[config.mk]
export PLATFORM = sky130hd
export DESIGN_NAME = http_chunked_body_decoder
export DESIGN_NICKNAME = d
export VERILOG_FILES = /design/src/rtl/hcbd_pkg.sv /design/src/rtl/hcbd_csr.sv /design/src/rtl/hcbd_core.sv /design/src/rtl/http_chunked_body_decoder.sv
export VERILOG_INCLUDE_DIRS = /design/src /design/src/rtl
export SDC_FILE = /design/constraint.sdc
export NUM_CORES = 1
export LEC_CHECK = 0
export BUFFER_PORTS_ARGS = -buffer_cell sky130_fd_sc_hd__buf_2
export CORE_ASPECT_RATIO = 2
export CORE_MARGIN = 5
export CORE_UTILIZATION = 60
export CTS_CLUSTER_SIZE = 20
export DETAILED_ROUTE_END_ITERATION = 10
export GPL_ROUTABILITY_DRIVEN = 1
export PLACE_DENSITY = 0.77
export SLEW_MARGIN = 10
export SYNTH_ARGS = -nofsm -noshare
export SYNTH_HDL_FRONTEND = slang
export SYNTH_SLANG_ARGS = --single-unit
[constraint.sdc]
create_clock -name clock -period 14.4 [get_ports clock]
set_clock_uncertainty 0.1 [all_clocks]
set_input_delay 0.72 -clock clock [delete_from_list [all_inputs] [get_ports clock]]
set_output_delay 0.72 -clock clock [all_outputs]
set_load 0.005 [all_outputs]
[src/rtl/http_chunked_body_decoder_defines.svh]
// assertion helpers
`ifndef HTTP_CHUNKED_BODY_DECODER_DEFINES_SVH
`define HTTP_CHUNKED_BODY_DECODER_DEFINES_SVH

`define HCBD_ASSERT(label, clk, rst, prop, msg) \
   label: assert property (@(posedge clk) disable iff (rst) (prop)) else $error(msg);

`define HCBD_ASSERT_NR(label, clk, prop, msg) \
   label: assert property (@(posedge clk) (prop)) else $error(msg);

`endif

[src/rtl/hcbd_pkg.sv]
`timescale 1ns / 1ps
package hcbd_pkg;

   localparam int SIZE_WIDTH_DEF = 32;
   localparam int LINE_COUNT_WIDTH_DEF = 16;

   localparam logic [2:0] CSR_MAX_LINE = 3'd0;
   localparam logic [2:0] CSR_MAX_HDR_BYTES = 3'd1;
   localparam logic [2:0] CSR_MAX_HDR_COUNT = 3'd2;
   localparam logic [2:0] CSR_MAX_BODY = 3'd3;
   localparam logic [2:0] CSR_HEAD_BYTES = 3'd4;
   localparam logic [2:0] CSR_HEAD_FIELDS = 3'd5;

   localparam logic [2:0] PH_SIZE = 3'd0;
   localparam logic [2:0] PH_DATA = 3'd1;
   localparam logic [2:0] PH_DCR = 3'd2;
   localparam logic [2:0] PH_DLF = 3'd3;
   localparam logic [2:0] PH_DLF_BAD = 3'd4;
   localparam logic [2:0] PH_TRAILER = 3'd5;
   localparam logic [2:0] PH_DONE = 3'd6;

   localparam logic [3:0] ST_BUSY = 4'd0;
   localparam logic [3:0] ST_DONE = 4'd1;
   localparam logic [3:0] ST_BAD_CRLF = 4'd2;
   localparam logic [3:0] ST_FORBID = 4'd3;
   localparam logic [3:0] ST_EMPTY = 4'd4;
   localparam logic [3:0] ST_NONHEX = 4'd5;
   localparam logic [3:0] ST_OVER = 4'd6;
   localparam logic [3:0] ST_LINE_LIM = 4'd7;
   localparam logic [3:0] ST_BODY_LIM = 4'd8;
   localparam logic [3:0] ST_NO_CRLF = 4'd9;
   localparam logic [3:0] ST_EOF = 4'd10;
   localparam logic [3:0] ST_TR_BYTES = 4'd11;
   localparam logic [3:0] ST_TR_COUNT = 4'd12;
   localparam logic [3:0] ST_FOLDED = 4'd13;
   localparam logic [3:0] ST_NO_COLON = 4'd14;
   localparam logic [3:0] ST_FORBID_TR = 4'd15;

   typedef struct packed {
      logic [7:0] max_line_bytes;
      logic [7:0] max_line_bytes_hi;
      logic [15:0] hdr_byte_limit;
      logic [7:0] hdr_field_limit;
      logic [31:0] body_byte_limit;
      logic [15:0] head_bytes_used;
      logic [7:0] head_fields_used;
   } cfg_type;

   // forbidden trailer name character at position pos, 0 beyond the name
   function automatic logic [7:0] bad_char(input logic [1:0] idx, input logic [4:0] pos);
      logic [7:0] c;
      c = 8'h00;
      case (idx)
         2'd0: begin
            case (pos)
               5'd0: c = "c"; 5'd1: c = "o"; 5'd2: c = "n"; 5'd3: c = "t";
               5'd4: c = "e"; 5'd5: c = "n"; 5'd6: c = "t"; 5'd7: c = "-";
               5'd8: c = "l"; 5'd9: c = "e"; 5'd10: c = "n"; 5'd11: c = "g";
               5'd12: c = "t"; 5'd13: c = "h";
               default: c = 8'h00;
            endcase
         end
         2'd1: begin
            case (pos)
               5'd0: c = "t"; 5'd1: c = "r"; 5'd2: c = "a"; 5'd3: c = "n";
               5'd4: c = "s"; 5'd5: c = "f"; 5'd6: c = "e"; 5'd7: c = "r";
               5'd8: c = "-"; 5'd9: c = "e"; 5'd10: c = "n"; 5'd11: c = "c";
               5'd12: c = "o"; 5'd13: c = "d"; 5'd14: c = "i"; 5'd15: c = "n";
               5'd16: c = "g";
               default: c = 8'h00;
            endcase
         end
         2'd2: begin
            case (pos)
               5'd0: c = "h"; 5'd1: c = "o"; 5'd2: c = "s"; 5'd3: c = "t";
               default: c = 8'h00;
            endcase
         end
         default: begin
            case (pos)
               5'd0: c = "t"; 5'd1: c = "r"; 5'd2: c = "a"; 5'd3: c = "i";
               5'd4: c = "l"; 5'd5: c = "e"; 5'd6: c = "r";
               default: c = 8'h00;
            endcase
         end
      endcase
      return c;
   endfunction

   function automatic logic [4:0] bad_len(input logic [1:0] idx);
      logic [4:0] n;
      case (idx)
         2'd0: n = 5'd14;
         2'd1: n = 5'd17;
         2'd2: n = 5'd4;
         default: n = 5'd7;
      endcase
      return n;
   endfunction

   function automatic logic [4:0] hex_val(input logic [7:0] b);
      logic [4:0] d;
      if (b >= "0" && b <= "9") d = {1'b0, b[3:0]};
      else if ((b >= "a" && b <= "f") || (b >= "A" && b <= "F")) d = {1'b0, b[3:0]} + 5'd9;
      else d = 5'd16;
      return d;
   endfunction

endpackage

[src/rtl/hcbd_csr.sv]
`timescale 1ns / 1ps
module hcbd_csr (
   input  logic              clock,
   input  logic              reset,
   input  logic              csr_write,
   input  logic [2:0]        csr_index,
   input  logic [31:0]       csr_data,
   output hcbd_pkg::cfg_type cfg
);

   hcbd_pkg::cfg_type cfg_ff, cfg_in;

   always_comb begin
      cfg_in = cfg_ff;
      if (csr_write) begin
         case (csr_index)
            hcbd_pkg::CSR_MAX_LINE:
               {cfg_in.max_line_bytes_hi, cfg_in.max_line_bytes} = csr_data[15:0];
            hcbd_pkg::CSR_MAX_HDR_BYTES: cfg_in.hdr_byte_limit = csr_data[15:0];
            hcbd_pkg::CSR_MAX_HDR_COUNT: cfg_in.hdr_field_limit = csr_data[7:0];
            hcbd_pkg::CSR_MAX_BODY: cfg_in.body_byte_limit = csr_data;
            hcbd_pkg::CSR_HEAD_BYTES: cfg_in.head_bytes_used = csr_data[15:0];
            hcbd_pkg::CSR_HEAD_FIELDS: cfg_in.head_fields_used = csr_data[7:0];
            default: cfg_in = cfg_ff;
         endcase
      end
   end

   always_ff @(posedge clock) begin
      if (reset) begin
         cfg_ff.max_line_bytes <= 8'h00;
         cfg_ff.max_line_bytes_hi <= 8'h20;
         cfg_ff.hdr_byte_limit <= 16'd16384;
         cfg_ff.hdr_field_limit <= 8'd100;
         cfg_ff.body_byte_limit <= 32'd16777216;
         cfg_ff.head_bytes_used <= 16'd0;
         cfg_ff.head_fields_used <= 8'd0;
      end else begin
         cfg_ff <= cfg_in;
      end
   end

   assign cfg = cfg_ff;

endmodule

[src/rtl/hcbd_core.sv]
`timescale 1ns / 1ps
`include "http_chunked_body_decoder_defines.svh"
module hcbd_core #(
   parameter int SIZE_WIDTH = hcbd_pkg::SIZE_WIDTH_DEF,
   parameter int LINE_COUNT_WIDTH = hcbd_pkg::LINE_COUNT_WIDTH_DEF
) (
   input  logic              clock,
   input  logic              reset,
   input  hcbd_pkg::cfg_type cfg,
   input  logic              step,
   input  logic [7:0]        in_byte,
   input  logic              stream_end,
   output logic [7:0]        data_byte,
   output logic              data_valid,
   output logic [3:0]        status
);

   localparam logic [SIZE_WIDTH-1:0] SIZE_ONES = {SIZE_WIDTH{1'b1}};
   localparam logic [LINE_COUNT_WIDTH-1:0] LINE_ONES = {LINE_COUNT_WIDTH{1'b1}};

   logic [2:0] phase_ff, phase_in;
   logic [SIZE_WIDTH-1:0] chunk_ff, chunk_in;
   logic [31:0] body_ff, body_in;
   logic [LINE_COUNT_WIDTH-1:0] len_ff, len_in;
   logic f_forbid_ff, f_forbid_in, f_nonhex_ff, f_nonhex_in, f_over_ff, f_over_in;
   logic f_semi_ff, f_semi_in, f_nonempty_ff, f_nonempty_in, f_cr_ff, f_cr_in;
   logic f_folded_ff, f_folded_in, f_colon_ff, f_colon_in;
   logic [15:0] hbytes_ff, hbytes_in;
   logic [7:0] hfields_ff, hfields_in;
   logic [3:0] mask_ff, mask_in;
   logic forbid_seen_ff, forbid_seen_in;
   logic [3:0] final_ff, final_in;

   logic [15:0] max_line;
   logic [15:0] room;
   logic [31:0] body_room;
   logic [32:0] line_plus2;
   logic [16:0] limit;
   logic [4:0] hexd;
   logic [7:0] low_b;
   logic [3:0] st;
   logic fin;
   logic over_chk;

   assign max_line = {cfg.max_line_bytes_hi, cfg.max_line_bytes};
   assign room = (cfg.hdr_byte_limit > hbytes_ff) ? cfg.hdr_byte_limit - hbytes_ff : 16'd0;
   assign body_room = (cfg.body_byte_limit > body_ff) ? cfg.body_byte_limit - body_ff : 32'd0;
   assign hexd = hcbd_pkg::hex_val(in_byte);
   assign low_b = (in_byte >= "A" && in_byte <= "Z") ? in_byte + 8'd32 : in_byte;
   // chunk*16+d exceeds the counter iff the top nibble is nonzero or the add carries
   assign over_chk = (chunk_ff[SIZE_WIDTH-1 -: 4] != 4'd0) ||
      ({chunk_ff[SIZE_WIDTH-5:0], 4'd0} > (SIZE_ONES - {{(SIZE_WIDTH-4){1'b0}}, hexd[3:0]}));

   always_comb begin
      phase_in = phase_ff; chunk_in = chunk_ff; body_in = body_ff; len_in = len_ff;
      f_forbid_in = f_forbid_ff; f_nonhex_in = f_nonhex_ff; f_over_in = f_over_ff;
      f_semi_in = f_semi_ff; f_nonempty_in = f_nonempty_ff; f_cr_in = f_cr_ff;
      f_folded_in = f_folded_ff; f_colon_in = f_colon_ff;
      hbytes_in = hbytes_ff; hfields_in = hfields_ff; mask_in = mask_ff;
      forbid_seen_in = forbid_seen_ff; final_in = final_ff;
      st = hcbd_pkg::ST_BUSY; fin = 1'b0;
      data_byte = 8'd0; data_valid = 1'b0;
      line_plus2 = 33'(len_ff) + 33'd2;
      limit = '0;
      if (phase_ff == hcbd_pkg::PH_DONE) begin
         st = final_ff;
      end else if (stream_end) begin
         fin = 1'b1;
         st = (phase_ff == hcbd_pkg::PH_DCR || phase_ff == hcbd_pkg::PH_DLF ||
               phase_ff == hcbd_pkg::PH_DLF_BAD) ? hcbd_pkg::ST_NO_CRLF : hcbd_pkg::ST_EOF;
      end else if (phase_ff == hcbd_pkg::PH_DATA) begin
         data_byte = in_byte; data_valid = 1'b1;
         body_in = body_ff + 32'd1;
         chunk_in = chunk_ff - 1'b1;
         if (chunk_in == '0) phase_in = hcbd_pkg::PH_DCR;
      end else if (phase_ff == hcbd_pkg::PH_DCR) begin
         phase_in = (in_byte == 8'h0D) ? hcbd_pkg::PH_DLF : hcbd_pkg::PH_DLF_BAD;
      end else if (phase_ff == hcbd_pkg::PH_DLF) begin
         if (in_byte == 8'h0A) begin
            len_in = '0; {f_forbid_in, f_nonhex_in, f_over_in, f_semi_in} = '0;
            {f_nonempty_in, f_cr_in, f_folded_in, f_colon_in} = '0; mask_in = 4'hF;
            chunk_in = '0; phase_in = hcbd_pkg::PH_SIZE;
         end else begin
            fin = 1'b1; st = hcbd_pkg::ST_NO_CRLF;
         end
      end else if (phase_ff == hcbd_pkg::PH_DLF_BAD) begin
         fin = 1'b1; st = hcbd_pkg::ST_NO_CRLF;
      end else if (f_cr_ff) begin
         if (in_byte != 8'h0A) begin
            fin = 1'b1; st = hcbd_pkg::ST_BAD_CRLF;
         end else begin
            len_in = '0; {f_forbid_in, f_nonhex_in, f_over_in, f_semi_in} = '0;
            {f_nonempty_in, f_cr_in, f_folded_in, f_colon_in} = '0; mask_in = 4'hF;
            if (phase_ff == hcbd_pkg::PH_SIZE) begin
               if (f_forbid_ff) begin fin = 1'b1; st = hcbd_pkg::ST_FORBID; end
               else if (!f_nonempty_ff) begin fin = 1'b1; st = hcbd_pkg::ST_EMPTY; end
               else if (f_nonhex_ff) begin fin = 1'b1; st = hcbd_pkg::ST_NONHEX; end
               else if (f_over_ff) begin fin = 1'b1; st = hcbd_pkg::ST_OVER; end
               else if (chunk_ff == '0) begin
                  hbytes_in = cfg.head_bytes_used; hfields_in = cfg.head_fields_used;
                  forbid_seen_in = 1'b0; phase_in = hcbd_pkg::PH_TRAILER;
                  if (cfg.head_bytes_used >= cfg.hdr_byte_limit) begin
                     fin = 1'b1; st = hcbd_pkg::ST_TR_BYTES;
                  end
               end else if (64'(chunk_ff) > 64'(body_room)) begin
                  fin = 1'b1; st = hcbd_pkg::ST_BODY_LIM;
               end else begin
                  phase_in = hcbd_pkg::PH_DATA;
               end
            end else begin
               // trailer line length never exceeds room, which fits 16 bits
               if (line_plus2 > 33'(room)) begin
                  fin = 1'b1; st = hcbd_pkg::ST_TR_BYTES;
               end else begin
                  hbytes_in = hbytes_ff + line_plus2[15:0];
                  if (len_ff == '0) begin
                     fin = 1'b1;
                     st = forbid_seen_ff ? hcbd_pkg::ST_FORBID_TR : hcbd_pkg::ST_DONE;
                  end else if (f_folded_ff) begin fin = 1'b1; st = hcbd_pkg::ST_FOLDED; end
                  else if (hfields_ff >= cfg.hdr_field_limit) begin
                     fin = 1'b1; st = hcbd_pkg::ST_TR_COUNT;
                  end else if (!f_colon_ff) begin fin = 1'b1; st = hcbd_pkg::ST_NO_COLON; end
                  else begin
                     hfields_in = hfields_ff + 8'd1;
                     if (hbytes_in >= cfg.hdr_byte_limit) begin
                        fin = 1'b1; st = hcbd_pkg::ST_TR_BYTES;
                     end
                  end
               end
            end
         end
      end else if (in_byte == 8'h0D) begin
         f_cr_in = 1'b1;
      end else if (in_byte == 8'h0A) begin
         fin = 1'b1; st = hcbd_pkg::ST_BAD_CRLF;
      end else begin
         limit = (phase_ff == hcbd_pkg::PH_SIZE) ? {1'b0, max_line} : {1'b0, room};
         if (33'(len_ff) >= 33'(limit) || len_ff == LINE_ONES) begin
            fin = 1'b1;
            st = (phase_ff == hcbd_pkg::PH_SIZE) ? hcbd_pkg::ST_LINE_LIM : hcbd_pkg::ST_TR_BYTES;
         end else begin
            len_in = len_ff + 1'b1;
            if (phase_ff == hcbd_pkg::PH_SIZE) begin
               if ((in_byte < 8'h20 && in_byte != 8'h09) || in_byte == 8'h7F) f_forbid_in = 1'b1;
               if (!f_semi_ff) begin
                  if (in_byte == ";") begin
                     f_semi_in = 1'b1;
                  end else begin
                     f_nonempty_in = 1'b1;
                     if (!f_nonhex_ff && !f_over_ff) begin
                        if (hexd[4]) f_nonhex_in = 1'b1;
                        else if (over_chk) f_over_in = 1'b1;
                        else chunk_in = {chunk_ff[SIZE_WIDTH-5:0], hexd[3:0]};
                     end
                  end
               end
            end else begin
               if (len_ff == '0 && (in_byte == 8'h20 || in_byte == 8'h09)) f_folded_in = 1'b1;
               if (!f_colon_ff) begin
                  if (in_byte == ":") begin
                     f_colon_in = 1'b1;
                     for (int i = 0; i < 4; i++) begin
                        if (mask_ff[i] && len_ff ==
                            LINE_COUNT_WIDTH'(hcbd_pkg::bad_len(2'(i))))
                           forbid_seen_in = 1'b1;
                     end
                  end else begin
                     for (int i = 0; i < 4; i++) begin
                        if (len_ff >= LINE_COUNT_WIDTH'(hcbd_pkg::bad_len(2'(i))) ||
                            low_b != hcbd_pkg::bad_char(2'(i), len_ff[4:0]))
                           mask_in[i] = 1'b0;
                     end
                  end
               end
            end
         end
      end
      if (fin) begin
         final_in = st; phase_in = hcbd_pkg::PH_DONE;
      end
   end

   assign status = st;

   always_ff @(posedge clock) begin
      if (reset) begin
         phase_ff <= hcbd_pkg::PH_SIZE; chunk_ff <= '0; body_ff <= '0; len_ff <= '0;
         {f_forbid_ff, f_nonhex_ff, f_over_ff, f_semi_ff} <= '0;
         {f_nonempty_ff, f_cr_ff, f_folded_ff, f_colon_ff} <= '0;
         hbytes_ff <= '0; hfields_ff <= '0; mask_ff <= 4'hF;
         forbid_seen_ff <= 1'b0; final_ff <= hcbd_pkg::ST_BUSY;
      end else if (step) begin
         phase_ff <= phase_in; chunk_ff <= chunk_in; body_ff <= body_in; len_ff <= len_in;
         {f_forbid_ff, f_nonhex_ff, f_over_ff, f_semi_ff} <=
            {f_forbid_in, f_nonhex_in, f_over_in, f_semi_in};
         {f_nonempty_ff, f_cr_ff, f_folded_ff, f_colon_ff} <=
            {f_nonempty_in, f_cr_in, f_folded_in, f_colon_in};
         hbytes_ff <= hbytes_in; hfields_ff <= hfields_in; mask_ff <= mask_in;
         forbid_seen_ff <= forbid_seen_in; final_ff <= final_in;
      end
   end

   `HCBD_ASSERT(a_done_holds, clock, reset,
      $past(phase_ff == hcbd_pkg::PH_DONE) |-> phase_ff == hcbd_pkg::PH_DONE,
      "final status left")
   `HCBD_ASSERT(a_data_chunk, clock, reset,
      phase_ff == hcbd_pkg::PH_DATA |-> chunk_ff != '0, "data phase with empty chunk")
   `HCBD_ASSERT(a_data_valid, clock, reset,
      data_valid |-> phase_ff == hcbd_pkg::PH_DATA && st == hcbd_pkg::ST_BUSY,
      "data outside payload")

endmodule

[src/rtl/http_chunked_body_decoder.sv]
`timescale 1ns / 1ps
`include "http_chunked_body_decoder_defines.svh"
// result register captures the core output on each input transfer
// throughput: one byte per cycle if not stalled, set by the one-pass parser update
// result register accepts input whenever it is empty or being drained
// reset: synchronous, active high; parser to size line start, limits to defaults
module http_chunked_body_decoder #(
   parameter int SIZE_WIDTH = hcbd_pkg::SIZE_WIDTH_DEF,
   parameter int LINE_COUNT_WIDTH = hcbd_pkg::LINE_COUNT_WIDTH_DEF
) (
   input  logic        clock,
   input  logic        reset,
   input  logic        csr_write,
   input  logic [2:0]  csr_index,
   input  logic [31:0] csr_data,
   input  logic        req_valid,
   output logic        req_ready,
   input  logic [7:0]  req_in_byte,
   input  logic        req_stream_end,
   output logic        rsp_valid,
   input  logic        rsp_ready,
   output logic [7:0]  rsp_data_byte,
   output logic        rsp_data_valid,
   output logic [3:0]  rsp_status
);

   hcbd_pkg::cfg_type cfg;
   logic step;
   logic [7:0] db;
   logic dv;
   logic [3:0] st;
   logic valid_ff, valid_in;
   logic [7:0] db_ff;
   logic dv_ff;
   logic [3:0] st_ff;

   hcbd_csr u_csr (
      .clock(clock), .reset(reset), .csr_write(csr_write), .csr_index(csr_index),
      .csr_data(csr_data), .cfg(cfg)
   );

   assign req_ready = !valid_ff || rsp_ready;
   assign step = req_valid && req_ready;

   hcbd_core #(.SIZE_WIDTH(SIZE_WIDTH), .LINE_COUNT_WIDTH(LINE_COUNT_WIDTH)) u_core (
      .clock(clock), .reset(reset), .cfg(cfg), .step(step), .in_byte(req_in_byte),
      .stream_end(req_stream_end), .data_byte(db), .data_valid(dv), .status(st)
   );

   assign valid_in = step || (valid_ff && !rsp_ready);

   always_ff @(posedge clock) begin
      if (reset) valid_ff <= 1'b0;
      else valid_ff <= valid_in;
   end

   always_ff @(posedge clock) begin
      if (step) begin
         db_ff <= db; dv_ff <= dv; st_ff <= st;
      end
   end

   assign rsp_valid = valid_ff;
   assign rsp_data_byte = db_ff;
   assign rsp_data_valid = dv_ff;
   assign rsp_status = st_ff;

   `HCBD_ASSERT(a_stall_blocks, clock, reset,
      valid_ff && !rsp_ready |-> !req_ready, "input taken over held result")
   `HCBD_ASSERT_NR(a_reset_empty, clock, $past(reset) |-> !rsp_valid, "result after reset")

endmodule
**Yosys cells after proc, flatten, opt, wreduce, memory -nomap -nowiden**

Memory sizes are Yosys's and may differ from the RTL's. A register that Yosys moved wholly into a read port is not among the register bits.
Cells that the tools add are included.

- Flip-flop bits (word level): 234
- Bits in read-only memories: 336
- Bits of input ports: 49
- Output and inout port bits: 15
- Word-level logic and storage cells: 635
- Memories: 2

- $add $sub $neg: 11
- Magnitude comparators: 21
- Eq/ne operators: 88
- Mux-type cells: 391
- Bitwise gates (word level): 7
- Reductions and logical operators: 84

Memories:

| memory | words | width | rd ports | clocked after Yosys merged registers in | wr ports | RTL line | text |
|---|---|---|---|---|---|---|---|
| (name not given) | 32 | 7 | 1 | 1 | 0 | hcbd_pkg.sv:64 | `case (pos)` |
| (name not given) | 16 | 7 | 1 | 1 | 0 | hcbd_pkg.sv:55 | `case (pos)` |

Operators by type and width:

| kind | count |
|---|---|
| $mux W5 | 108 |
| $mux W8 | 65 |
| $mux W32 | 16 |
| $mux W16 | 17 |
| $mux W4 | 41 |
| $mux W1 | 122 |
| $gt A32 B32 Y1 | 3 |
| $reduce_and A15 Y1 | 5 |
| $reduce_bool A5 Y1 | 13 |
| $eq A16 B5 Y1 | 4 |
| $ge A16 B5 Y1 | 4 |
| $logic_not A32 Y1 | 2 |
| $mux W3 | 19 |
| $pmux W7 S6 | 1 |
| $gt A33 B16 Y1 | 1 |
| $add A32 B1 Y32 const B | 1 |
| $ge A16 B16 Y1 | 2 |
| $ne A8 B8 Y1 | 4 |
| $reduce_and A16 Y1 | 2 |
| $sub A32 B1 Y32 const B | 1 |
| $sub A32 B32 Y32 | 1 |
| $ne A2 B2 Y1 const B | 15 |
| $pmux W7 S4 | 1 |
| $reduce_and A14 Y1 | 2 |
| other kinds (62) | 152 |

**Longest topological paths before layout**

- Word-level depth: 28
- Mapped depth: 29
- Gate-level depth less buffers: 27

**By module**

From an unflattened synthesis, not the netlist that was laid out.

- Cells, all modules: 2494
- Area total of the unflattened synthesis: 19713.9 um^2

Modules (own cells, without submodules):

| module | times used | cells an instance | area each (um^2) | seq. area each (um^2) |
|---|---|---|---|---|
| hcbd_core | 1 | 2112 | 15323.4 | 2762.6 |
| hcbd_csr | 1 | 364 | 3945.0 | 1921.8 |
| http_chunked_body_decoder | 1 | 18 | 445.4 | 410.4 |

**Least setup slack after synthesis**

No wires, ideal clock.

- Path kind: reg-to-reg
- From: reg u_csr.cfg_ff (netlist bit u_csr.cfg[64])
- To: reg (tool-made name)
- Library setup time: 123 ps
- Arrival: 5461 ps
- Data required time: 14177 ps
- Path slack: 8716 ps
- Stages on the path, launching flop included: 28
- Path buffers: 2
- Period minus slack after synthesis: 5684 ps
- Path through: dfxtp_1 inv_1 ha_1 inv_1 fa_1 a211oi_1 o21ai_0 nand3b_1 a31oi_1 a221oi_1 nor2_1 clkbuf_1 nand2_1 nor2_1 a21oi_1 ha_1 a41o_1 a211oi_1 a31o_2 a21o_1 buf_2 nand4_1 a21oi_1 inv_1 ha_1 nor3b_1 a211oi_1 a21oi_1

RTL lines:

| what | RTL line | text |
|---|---|---|
| start: declaration | hcbd_csr.sv:11 | `hcbd_pkg::cfg_type cfg_ff, cfg_in;` |
| start signal: assignment | hcbd_csr.sv:39 | `cfg_ff <= cfg_in;` |

==> impl_metrics.env <==
export IMPL_grt_use_total_pct=34.14
export IMPL_syn_area_per_cell_um2=7.434
export IMPL_die_area_mm2=0.03506
export IMPL_hold_viol=0
export IMPL_final_cells=2932
export IMPL_numCtsBuffers=24
export IMPL_hold_start="csr_data[24]"
export IMPL_drt_initial_drc_count=1294
export IMPL_cts_hold_buf=0
export IMPL_synth_area_leaders="dfxtp_1 (25%), ha_1 (13%), nand2_1 (8.4%)"
export IMPL_fin_total_pwr_mw=1.928
export IMPL_synth_seq_cells=248
export IMPL_end_kind="flip-flop"
export IMPL_antenna_found_initial=1
export IMPL_register_area_mm2=0.005095
export IMPL_syn_to_final_growth_pct=6.728
export IMPL_mostFrequentLayoutCells="nand2_1 (417), a21oi_1 (261), dfxtp_1 (235)"
export IMPL_critPathLaunchType="flip-flop"
export IMPL_hold_path_depth=3
export IMPL_r2r_start="u_csr.cfg[64]$_SDFFE_PP0P_"
export IMPL_drv_cap=0
export IMPL_final_max_slew_viol_count=0
export IMPL_hold_path_class="in -> reg"
export IMPL_detailed_place_hpwl_mm=45.99
export IMPL_grt_pass1_vias=18843
export IMPL_synthCells=2519
export IMPL_routabilityCongestion=0.9852
export IMPL_htreeDepth=1
export IMPL_clockBufferDepth=3
export IMPL_start_util_pct=60.69
export IMPL_core_area_mm2=0.03086
export IMPL_mostFrequentLayoutCell="nand2_1"
export IMPL_firstDrtPassIters=6
export IMPL_p_per_area_mw_per_mm2=96.46
export IMPL_yosysUniqueCellTypes=86
export IMPL_synth_top_area_share_pct=25.12
export IMPL_vias=18769
export IMPL_criticalPathCategory="reg -> reg"
export IMPL_path_max_fanout=17
export IMPL_viasPerCell=6.401
export IMPL_yosys_warnings=0
export IMPL_reg2reg_setup_slack_ns=7.37
export IMPL_outcome="finished clean"
export IMPL_n_fill_cell=2770
export IMPL_synth_edf_count=13
export IMPL_clock_fmax_mhz=142.2
export IMPL_worst_pin_slew_ns=1.177
export IMPL_max_vdd_ir_drop_uv=108.8
export IMPL_tns_ns=0
export IMPL_slew_headroom_pct=21.55
export IMPL_fp_dieH_um=259.8
export IMPL_syn_area_mm2=0.01873
export IMPL_p_leak_nw=7.870
export IMPL_grt_overflow=0
export IMPL_postCtsSetupRepairBufs=0
export IMPL_syn_nets=2764
export IMPL_pin_count=64
export IMPL_async_reset_ff_share_pct=0
export IMPL_arrival_ns=7.35
export IMPL_routedWlPerCell_um=20.78
export IMPL_drive_gt1_share_pct=6.407
export IMPL_setup_worst_path_start="u_csr.cfg[64]$_SDFFE_PP0P_"
export IMPL_grt_max_degree=124
export IMPL_synthFlopType="dfxtp_1"
export IMPL_fin_crit_ns=7.033
export IMPL_io_buffers=63
export IMPL_rsz0062_at_grt="no"
export IMPL_clock_latency_ns=0.55
export IMPL_cts_resized=0
export IMPL_nNetsFinal=2741
export IMPL_grt_pass1_wl_mm=96.32
export IMPL_cts_tree="yes"
export IMPL_die_width_um=134.9
export IMPL_clock_sinks=248
export IMPL_wl_mm=60.92
export IMPL_yosys_area_top_type="dfxtp_1"
export IMPL_multi_input_area_mm2=0.01268
export IMPL_worstPathRequired_ns=14.72
export IMPL_fin_crit_sh_pct=48.84
export IMPL_dpl_cell_count=2888
export IMPL_root_buffer="clkbuf_16"
export IMPL_rows=91
export IMPL_reg2regPathDepth=25
export IMPL_drc=0
export IMPL_synth_seq_area_share_pct=27.21
export IMPL_setup_viol=0
export IMPL_ant_nets=0
export IMPL_clk_pin_slew_ns=0.07
## flip-flops by register name, summed over array words and instances (netlist names), 3 cells and up, named ones only
signal / cells
rsp_data_byte: 8
rsp_status: 4
u_core.body_ff: 32
u_core.chunk_ff: 32
u_core.final_ff: 4
u_core.hbytes_ff: 16
u_core.hfields_ff: 8
u_core.len_ff: 16
u_core.mask_ff: 4
u_core.phase_ff: 3
u_csr.cfg: 96
## critical path, cell delays in order, from the launching register on
cell	delay, ns
dfxtp_1	0.39
inv_1	0.06
ha_1	0.21
inv_1	0.07
fa_1	0.21
a211oi_1	0.12
o21ai_0	0.26
nand3b_1	0.15
a31oi_1	0.31
a221oi_1	0.20
nor2_1	0.79
nand2_1	0.19
nor2_1	0.14
a21oi_1	0.06
ha_1	0.34
a41o_1	0.25
a211oi_1	0.24
a31o_2	0.28
a21o_1	0.53
nand4_1	0.21
a21oi_1	0.72
inv_1	0.22
ha_1	0.39
nor3b_1	0.16
a211oi_1	0.24
a21oi_1	0.06
## metal layers
layer / vias to the layer above / GRT usage [%] / routed length, µm
li1: 8943 / - / -
met5: - / 0 / 0
met2: 708 / 63.36 / 31410
met3: 311 / 3.852 / 2843
met1: 8807 / 33.47 / 20990
met4: 0 / 27.24 / 5667
## how the worst min path moves through the flow
stage / endpoint / slack (ns)
floorplan: u_core.mask_ff[1]$_SDFFE_PP1P_ / 0.33
global placement: u_core.mask_ff[2]$_SDFFE_PP1P_ / 0.34
detailed placement: u_core.mask_ff[2]$_SDFFE_PP1P_ / 0.35
CTS: u_csr.cfg[48]$_SDFFE_PP1P_ / 0.28
global route: u_csr.cfg[48]$_SDFFE_PP1P_ / 0.30
finish: u_csr.cfg[48]$_SDFFE_PP1P_ / 0.30
## cells in the mapped netlist, types with 10 or more instances
master     count
xnor2_1       90
nor2b_1       22
nand2_1      417
edfxtp_1      13
a211oi_1      22
nand4_1       39
a21oi_1      261
o211ai_1      16
nand3b_1      12
o22ai_1       10
a2111oi_0     10
a21o_1        36
o21ai_0      109
clkbuf_1     111
o31ai_1       14
inv_1        119
o21a_1        12
nor2_1       225
or2_2         10
a221oi_1      21
a31oi_1       25
nor4_1        25
nor3_1        88
or3_1         20
o21bai_1      14
and2_1        21
ha_1         193
and3_1        31
nand2b_1      16
a311oi_1      19
nand3_1       60
xor2_1        46
dfxtp_1      235
## power breakdown
part / leakage, nW / internal (mW) / switching (mW)
logic: 5.45 / 0.180 / 0.352
clock network: 0.390 / 0.359 / 0.297
registers: 2.03 / 0.715 / 0.0252
## layout make-up
class                      count  share of cell area (%)
tap                          418                   2.617
clock inverter                15                  0.6698
antenna                        1                 0.01252
inverter                     123                   2.310
clock buffer                  28                   3.237
multi-input combinational   2020                   63.45
sequential                   248                   25.49
timing repair buffer          79                   2.210
## per-stage QoR
stage | instance area (µm²) | util [%] | hold slack, ns | setup slack (ns)
after floorplan | 18730 | - | 0.3255 | 8.716
after CTS | 19980 | 64.77 | 0.2836 | 7.479
after global routing | 19980 | 64.77 | 0.3047 | 6.819
after detailed placement | 19200 | 62.24 | 0.3455 | 7.487
final | 19990 | 64.77 | 0.2962 | 7.367
after global placement | 19200 | 62.24 | 0.3366 | 7.722
## cell families after synthesis
family                   Yosys count  share of synthesized area [%]
flip-flops                       248                          27.21
multiplexers                      14                         0.7951
AND/OR/NAND/NOR                 1032                          25.56
adder cells (fa/ha/maj)          196                          13.22
AO/OA/AOI/OAI                    642                          21.66
XOR/XNOR                         136                          6.361
buffers and inverters            251                          5.198
(Power assumes the default switching activity.)
